==> config.mk <==
export PLATFORM = sky130hd
export DESIGN_NAME = bounded_ordered_list_engine_unit
export DESIGN_NICKNAME = d
export VERILOG_FILES = /design/src/rtl/core/bole_pkg.sv /design/src/rtl/core/bole_cell.sv /design/src/rtl/core/bounded_ordered_list_engine_unit.sv
export SDC_FILE = /design/constraint.sdc
export NUM_CORES = 2
export LEC_CHECK = 0
export BUFFER_PORTS_ARGS = -buffer_cell sky130_fd_sc_hd__buf_2
export CORE_UTILIZATION = 40
export DETAILED_ROUTE_END_ITERATION = 12
export PLACE_DENSITY_LB_ADDON = 0.15
export SLEW_MARGIN = 20
export SYNTH_ARGS = -nofsm -noshare
export SYNTH_HDL_FRONTEND = slang
export SYNTH_SLANG_ARGS = --single-unit
export TNS_END_PERCENT = 100
==> constraint.sdc <==
create_clock -name clock -period 6.48 [get_ports clock]
set_input_delay 0.324 -clock clock [delete_from_list [all_inputs] [get_ports clock]]
set_output_delay 0.324 -clock clock [all_outputs]
set_load 0.005 [all_outputs]
==> src/rtl/core/bole_pkg.sv <==
// Shared types and codes for the bounded ordered list engine.
package bole_pkg;

   typedef enum logic [2:0] {
      KIND_PUSH_FRONT = 3'd0,
      KIND_PUSH_BACK  = 3'd1,
      KIND_INSERT     = 3'd2,
      KIND_POP_FRONT  = 3'd3,
      KIND_POP_BACK   = 3'd4,
      KIND_REMOVE     = 3'd5,
      KIND_MODIFY     = 3'd6,
      KIND_SEARCH     = 3'd7
   } kind_type;

   typedef enum logic [1:0] {
      ST_DONE   = 2'd0,
      ST_BADPOS = 2'd1,
      ST_EMPTY  = 2'd2,
      ST_FULL   = 2'd3
   } status_type;

   localparam int POS_WIDTH   = 5;
   localparam int COUNT_WIDTH = 5;
   localparam int DATA_WIDTH  = 32;

   // Broadcast command from the controller to every cell; at most one bit set.
   typedef struct packed {
      logic open_gap;   // insert: shift right from position, write key there
      logic close_gap;  // remove: shift left from position
      logic overwrite;  // modify: write key at position
      logic search;     // compare occupied cells against key
   } cell_ctl_type;

endpackage

==> src/rtl/core/bole_cell.sv <==
// One list slot: holds an entry, shifts with its neighbors, compares for search.
module bole_cell #(
   parameter int SW    = 32,
   parameter int IW    = 4,
   parameter int CW    = 5,
   parameter int INDEX = 0
) (
   input  logic                  clock,
   input  bole_pkg::cell_ctl_type ctl,
   input  logic [IW-1:0]         pos,
   input  logic [CW-1:0]         count,
   input  logic [SW-1:0]         key,
   input  logic [SW-1:0]         left_data,
   input  logic [SW-1:0]         right_data,
   output logic [SW-1:0]         data,
   output logic                  match
);
   import bole_pkg::*;

   localparam logic [IW-1:0] MY_POS = IW'(INDEX);
   localparam logic [CW-1:0] MY_CNT = CW'(INDEX);

   logic [SW-1:0] data_ff;
   logic [SW-1:0] data_in;
   logic          match_ff;
   logic          match_in;

   always_comb begin
      data_in = data_ff;
      if (ctl.open_gap) begin
         if (MY_POS > pos) begin
            data_in = left_data;
         end else if (MY_POS == pos) begin
            data_in = key;
         end
      end else if (ctl.close_gap) begin
         if (MY_POS >= pos) begin
            data_in = right_data;
         end
      end else if (ctl.overwrite && (MY_POS == pos)) begin
         data_in = key;
      end
   end

   // only slots below the count hold live entries
   assign match_in = (MY_CNT < count) && (data_ff == key);

   always_ff @(posedge clock) begin
      data_ff <= data_in;
   end

   always_ff @(posedge clock) begin
      if (ctl.search) begin
         match_ff <= match_in;
      end
   end

   assign data  = data_ff;
   assign match = match_ff;

endmodule

==> src/rtl/core/bounded_ordered_list_engine_unit.sv <==
// Top level of the bounded ordered list engine: command decode, cell row, result register.
//
//  channel | direction | ports                                     | handshake
//  req     | in        | req_kind, req_position, req_value         | req_valid / req_stall
//  rsp     | out       | rsp_status, rsp_found, rsp_count          | rsp_valid / rsp_stall
//
// One request per cycle while req_stall is low; every op is a single parallel step of the
// cell row. The cells update and register search hits, then the hit OR and status land
// in the result register.
// Reset clears the count and pipeline valids; entries are left as they are.
// A stalled result holds one request in the middle stage, then req_stall rises.
module bounded_ordered_list_engine_unit #(
   parameter int CAPACITY    = 16,
   parameter int VALUE_WIDTH = 32
) (
   input  logic        clock,
   input  logic        reset,
   input  logic        req_valid,
   output logic        req_stall,
   input  logic [2:0]  req_kind,
   input  logic [4:0]  req_position,
   input  logic [31:0] req_value,
   output logic        rsp_valid,
   input  logic        rsp_stall,
   output logic [1:0]  rsp_status,
   output logic        rsp_found,
   output logic [4:0]  rsp_count
);
   import bole_pkg::*;

   localparam int SW = (VALUE_WIDTH < DATA_WIDTH) ? VALUE_WIDTH : DATA_WIDTH;
   localparam int IW = $clog2(CAPACITY);
   localparam int CW = $clog2(CAPACITY + 1);
   localparam int PW = (CW > POS_WIDTH) ? CW : POS_WIDTH;
   localparam logic [CW-1:0] CAP_CNT = CW'(CAPACITY);

   logic [CW-1:0] count_ff;
   logic [CW-1:0] count_in;

   logic          mid_valid_ff;
   logic          mid_valid_in;
   status_type    mid_status_ff;
   logic [4:0]    mid_count_ff;
   logic          mid_search_ff;

   logic          rsp_valid_ff;
   logic          rsp_valid_in;
   status_type    rsp_status_ff;
   logic          rsp_found_ff;
   logic [4:0]    rsp_count_ff;

   logic          accept;
   logic          out_free;
   logic          mid_advance;

   logic          full;
   logic          empty;
   logic [PW-1:0] pos_x;
   logic [PW-1:0] count_x;
   logic [PW-1:0] eff_pos;
   logic          ins_ok;
   logic          rem_ok;
   logic          mod_ok;
   logic          is_search;
   status_type    status;

   cell_ctl_type  ctl;
   logic [SW-1:0] key;
   logic [SW-1:0] cell_data [CAPACITY];
   logic [CAPACITY-1:0] hits;

   function automatic logic [4:0] count_x_next(input logic [CW-1:0] c);
      logic [PW-1:0] wide;
      wide = PW'(c);
      return wide[COUNT_WIDTH-1:0];
   endfunction

   assign out_free    = !rsp_valid_ff || !rsp_stall;
   assign mid_advance = mid_valid_ff && out_free;
   assign req_stall   = mid_valid_ff && !out_free;
   assign accept      = req_valid && !req_stall;

   assign full    = (count_ff == CAP_CNT);
   assign empty   = (count_ff == '0);
   assign pos_x   = PW'(req_position);
   assign count_x = PW'(count_ff);
   assign key     = req_value[SW-1:0];

   always_comb begin
      ins_ok    = 1'b0;
      rem_ok    = 1'b0;
      mod_ok    = 1'b0;
      is_search = 1'b0;
      status    = ST_DONE;
      eff_pos   = pos_x;
      case (kind_type'(req_kind))
         KIND_PUSH_FRONT, KIND_PUSH_BACK, KIND_INSERT: begin
            if (kind_type'(req_kind) == KIND_PUSH_FRONT) begin
               eff_pos = '0;
            end else if (kind_type'(req_kind) == KIND_PUSH_BACK) begin
               eff_pos = count_x;
            end
            if (full) begin
               status = ST_FULL;
            end else if (kind_type'(req_kind) == KIND_INSERT && pos_x > count_x) begin
               status = ST_BADPOS;
            end else begin
               ins_ok = 1'b1;
            end
         end
         KIND_POP_FRONT, KIND_POP_BACK, KIND_REMOVE: begin
            if (kind_type'(req_kind) == KIND_POP_FRONT) begin
               eff_pos = '0;
            end else if (kind_type'(req_kind) == KIND_POP_BACK) begin
               eff_pos = count_x - PW'(1);
            end
            if (empty) begin
               status = ST_EMPTY;
            end else if (kind_type'(req_kind) == KIND_REMOVE && pos_x >= count_x) begin
               status = ST_BADPOS;
            end else begin
               rem_ok = 1'b1;
            end
         end
         KIND_MODIFY: begin
            if (empty) begin
               status = ST_EMPTY;
            end else if (pos_x >= count_x) begin
               status = ST_BADPOS;
            end else begin
               mod_ok = 1'b1;
            end
         end
         default: begin
            is_search = 1'b1;
         end
      endcase
   end

   assign ctl.open_gap  = accept && ins_ok;
   assign ctl.close_gap = accept && rem_ok;
   assign ctl.overwrite = accept && mod_ok;
   assign ctl.search    = accept && is_search;

   always_comb begin
      count_in = count_ff;
      if (ctl.open_gap) begin
         count_in = count_ff + CW'(1);
      end else if (ctl.close_gap) begin
         count_in = count_ff - CW'(1);
      end
   end

   // cell row: left neighbor feeds inserts, right neighbor feeds removes
   for (genvar gi = 0; gi < CAPACITY; gi++) begin : g_cell
      logic [SW-1:0] left_data;
      logic [SW-1:0] right_data;
      if (gi == 0) begin : g_first
         assign left_data = key;
      end else begin : g_left
         assign left_data = cell_data[gi-1];
      end
      if (gi == CAPACITY - 1) begin : g_last
         assign right_data = cell_data[gi];
      end else begin : g_right
         assign right_data = cell_data[gi+1];
      end
      bole_cell #(
         .SW    (SW),
         .IW    (IW),
         .CW    (CW),
         .INDEX (gi)
      ) u_cell (
         .clock      (clock),
         .ctl        (ctl),
         .pos        (eff_pos[IW-1:0]),
         .count      (count_ff),
         .key        (key),
         .left_data  (left_data),
         .right_data (right_data),
         .data       (cell_data[gi]),
         .match      (hits[gi])
      );
   end

   assign mid_valid_in = accept || (mid_valid_ff && !out_free);
   assign rsp_valid_in = mid_advance || (rsp_valid_ff && rsp_stall);

   always_ff @(posedge clock) begin
      if (reset) begin
         count_ff     <= '0;
         mid_valid_ff <= 1'b0;
         rsp_valid_ff <= 1'b0;
      end else begin
         count_ff     <= count_in;
         mid_valid_ff <= mid_valid_in;
         rsp_valid_ff <= rsp_valid_in;
      end
   end

   always_ff @(posedge clock) begin
      if (accept) begin
         mid_status_ff <= status;
         mid_count_ff  <= count_x_next(count_in);
         mid_search_ff <= is_search;
      end
   end

   always_ff @(posedge clock) begin
      if (mid_advance) begin
         rsp_status_ff <= mid_status_ff;
         rsp_found_ff  <= mid_search_ff && (|hits);
         rsp_count_ff  <= mid_count_ff;
      end
   end

   assign rsp_valid  = rsp_valid_ff;
   assign rsp_status = rsp_status_ff;
   assign rsp_found  = rsp_found_ff;
   assign rsp_count  = rsp_count_ff;

   a_count_bound: assert property (@(posedge clock) disable iff (reset)
      count_ff <= CAP_CNT)
      else $error("entry count above capacity");

   a_found_ok: assert property (@(posedge clock) disable iff (reset)
      rsp_valid && rsp_found |-> rsp_status == ST_DONE)
      else $error("found flag with error status");

   a_push_grows: assert property (@(posedge clock) disable iff (reset)
      ctl.open_gap |=> count_ff == $past(count_ff) + CW'(1))
      else $error("accepted insert did not grow count");

   a_error_holds: assert property (@(posedge clock) disable iff (reset)
      accept && status != ST_DONE |=> count_ff == $past(count_ff))
      else $error("failed request changed count");

endmodule
==> impl_metrics.json <==
{
  "max_stage_delay_ns": 0.82,
  "core-area_um2": 79390,
  "cts.clk_slew.worst_paths_ns": 0.06,
  "relSlewSlack": 0.2418,
  "drt_first_iter_violations": 3592,
  "io_buffer_count": 53,
  "wl_per_cell_um": 32.33,
  "synthMuxAreaShare": 0.01185,
  "status": "complete, no violations",
  "syn_area_per_cell_um2": 11.46,
  "rows": 103,
  "maxCapViolCount": 0,
  "hold_violations": 0,
  "netlist_instances": 2820,
  "ctsResizeCount": 0,
  "cp_max_fo": 76,
  "synth_fa_ha_area_frac": 0.003098,
  "path_cells": "inv_1 > ha_1 > nand3_1 > o21ai_1 > a21oi_4 > o22ai_4 > buf_4 > a32oi_1 > o22ai_4",
  "cts_setup_buffers": 0,
  "antenna_found_initial": 5,
  "reg2reg_depth": 9,
  "synth_edf_count": 544,
  "layout_min_cycle_time_ns": 4.415,
  "cp_common_cell": "o22ai_4",
  "die_h_um": 286.2,
  "yosysWarnings": 0,
  "hpwl_mm": 89.18,
  "hold_class": "input pin to register",
  "arrival_ns": 4.65,
  "drive_gt1_frac": 0.1002,
  "clock.fmax_mhz": 226.5,
  "clock_latency_ns": 0.61,
  "totalWireLength_mm": 123.7,
  "whs_path_depth": 2,
  "period_share": 0.6814,
  "path_delay_family": "compound AO/OA/AOI/OAI gates",
  "synth-compound-area-share": 0.1860,
  "synth.distinct_cells": 75,
  "layout_setup_ws_ns": 2.065,
  "crit_path_top_delay_cell": "o22ai_4",
  "r2r_setup_slack_ns": 2.06,
  "p_total_mw": 9.662,
  "synth_top_family_by_area": "compound AO/OA/AOI/OAI gates",
  "die_area_um2": 81900,
  "grt_pass1_wl_mm": 176.9,
  "cts_tree": "yes",
  "synth-xor-area-share": 0.1399,
  "max-clock-path-buffers": 3,
  "yosys.area_share.simple": 0.1066,
  "first_pass_iters": 6,
  "crit_buf_inv": 2,
  "end_kind": "register",
  "setup_violations": 0,
  "grt_max_degree": 227,
  "postSynth.asyncResetShare": 0,
  "cp-start-kind": "register",
  "vias": 25150,
  "fillers": 7528,
  "ys_ff_latch": 551,
  "track_usage": 0.2968,
  "syn_area_um2": 32310,
  "drv_slew": 0,
  "pin_count": 54,
  "ant_nets": 0,
  "worstMarginPinSlew_ns": 1.137,
  "yosysSeqAreaShare": 0.5100,
  "finalNetCount": 2784,
  "worstSetupPathType": "register to register",
  "worstSetupPathDepth": 9,
  "ys.flop_type": "edfxtp_1",
  "cts_made_buffers": 66,
  "clock-sinks": 551,
  "grt_overflow_total": 0,
  "p_per_area_nw_per_um2": 272.0,
  "initial_core_util": 0.4069,
  "stdcell_area_um2": 35520,
  "finClkSkew_ns": 0.02580,
  "drc": 0,
  "fin_setup_tns_ns": 0,
  "place_ws_ns": 2.082,
  "grt_setup_unrepaired": "no",
  "die_w_um": 286.2,
  "mostFrequentLayoutCell": "edfxtp_1",
  "leakage_nw": 11.52,
  "syn_nets": 2872,
  "peakVddDrop_v": 0.0001669,
  "utilization": 0.4474,
  "grt_pass1_vias": 24230,
  "dpl_cell_area_um2": 33510,
  "worstPathRequired_ns": 6.71,
  "place.gp.congestion": 0.9827,
  "root_buffer": "clkbuf_16",
  "areaGrowthSynthToFinish_pct": 9.938,
  "mostFrequentLayoutCells": "544 x edfxtp_1, 264 x xor2_1, 252 x xnor2_1",
  "cts_htree_levels": 3,
  "vias_per_cell": 6.574
}
-- worst paths after layout --
kind	from	to
setup / recovery	count_ff[2]	g_cell[10].u_cell.data[2]
hold / removal	reset	count_ff[1]
setup reg to reg	count_ff[2]	g_cell[10].u_cell.data[2]
hold reg to reg	mid_count_ff[2]	rsp_count[2]
-- worst register-to-register path, stage by stage (launching register included) --
cell	delay [ns]
dfxtp_1	0.79
inv_1	0.31
ha_1	0.37
nand3_1	0.08
o21ai_1	0.33
a21oi_4	0.18
o22ai_4	0.22
buf_4	0.69
a32oi_1	0.23
o22ai_4	0.82
-- kinds of logic (layout without fill, tap and decap cells) --
group           after synthesis  count (layout)
xor+xnor                    516             516
simple gates                595             595
mux                          34              34
flops                       551             551
fa+ha+maj                     8               8
compound gates              790             790
buf+inv                     326             281
other cells                   0               1
-- synthesized netlist by cell type, types with 18 or more instances --
master	number	area share
edfxtp_1	544	0.51
xor2_1	264	0.072
xnor2_1	252	0.068
a221o_1	224	0.069
clkbuf_1	186	0.022
o21ai_0	133	0.021
a22oi_1	130	0.030
nand2_1	114	0.013
a32oi_1	98	0.027
and2_1	92	0.018
a21oi_1	87	0.013
nor4_1	86	0.017
buf_2	76	0.012
nand4_1	73	0.014
o21ai_1	70	0.011
and3_1	68	0.013
nor3_1	49	0.0076
inv_1	41	0.0048
nand2b_1	35	0.0068
mux2_1	30	0.010
nand3_1	23	0.0036
nor2_1	18	0.0021
-- routing by layer --
metal | share of wire | up-vias | global-route usage
li1 | - | 10780 | -
met1 | 0.42 | 12690 | 0.4175
met2 | 0.44 | 1425 | 0.4368
met3 | 0.084 | 261 | 0.04801
met4 | 0.058 | 0 | 0.1607
met5 | 0 | - | 0
-- flip-flops by register name, indices dropped and copies added (netlist names) --
signal	count
g_cell.u_cell.match	16
rsp_found	1
mid_search_ff	1
rsp_count	5
count_ff	5
mid_count_ff	5
g_cell.u_cell.data	512
rsp_valid	1
mid_valid_ff	1
mid_status_ff	2
rsp_status	2
-- where the power goes --
group / switching (mW) / internal (mW)
Combinational: 1.07 / 0.561
Sequential: 0.254 / 4.27
Clock: 1.51 / 2.00
-- what timing repair did --
item | in CTS | in global routing
endpoints found under the hold margin | 2 | 0
endpoints found under the setup margin | 0 | 0
hold buffers | 2 | 0
-- through the flow --
step / hold slack, ns / std cells
floorplan: 0.4003 / 2820
finish: 0.02522 / 3826
global placement: 0.4094 / 3708
global route: 0.02053 / 3826
detailed placement: 0.4045 / 3711
CTS: 0.002762 / 3824
-- area by class of cell --
type | count | area [µm²] | share of cell area
Clock inverter | 23 | 137.6 | 0.003875
Tap cell | 1050 | 1314 | 0.03699
Inverter | 41 | 153.9 | 0.004333
Clock buffer | 88 | 1819 | 0.05122
Antenna cell | 1 | 2.502 | 0.00007046
Multi-Input combinational cell | 1943 | 14670 | 0.4130
Sequential cell | 551 | 16480 | 0.4639
Timing Repair Buffer | 129 | 945.9 | 0.02663
Note: power is estimated with default switching activity, not from simulation.
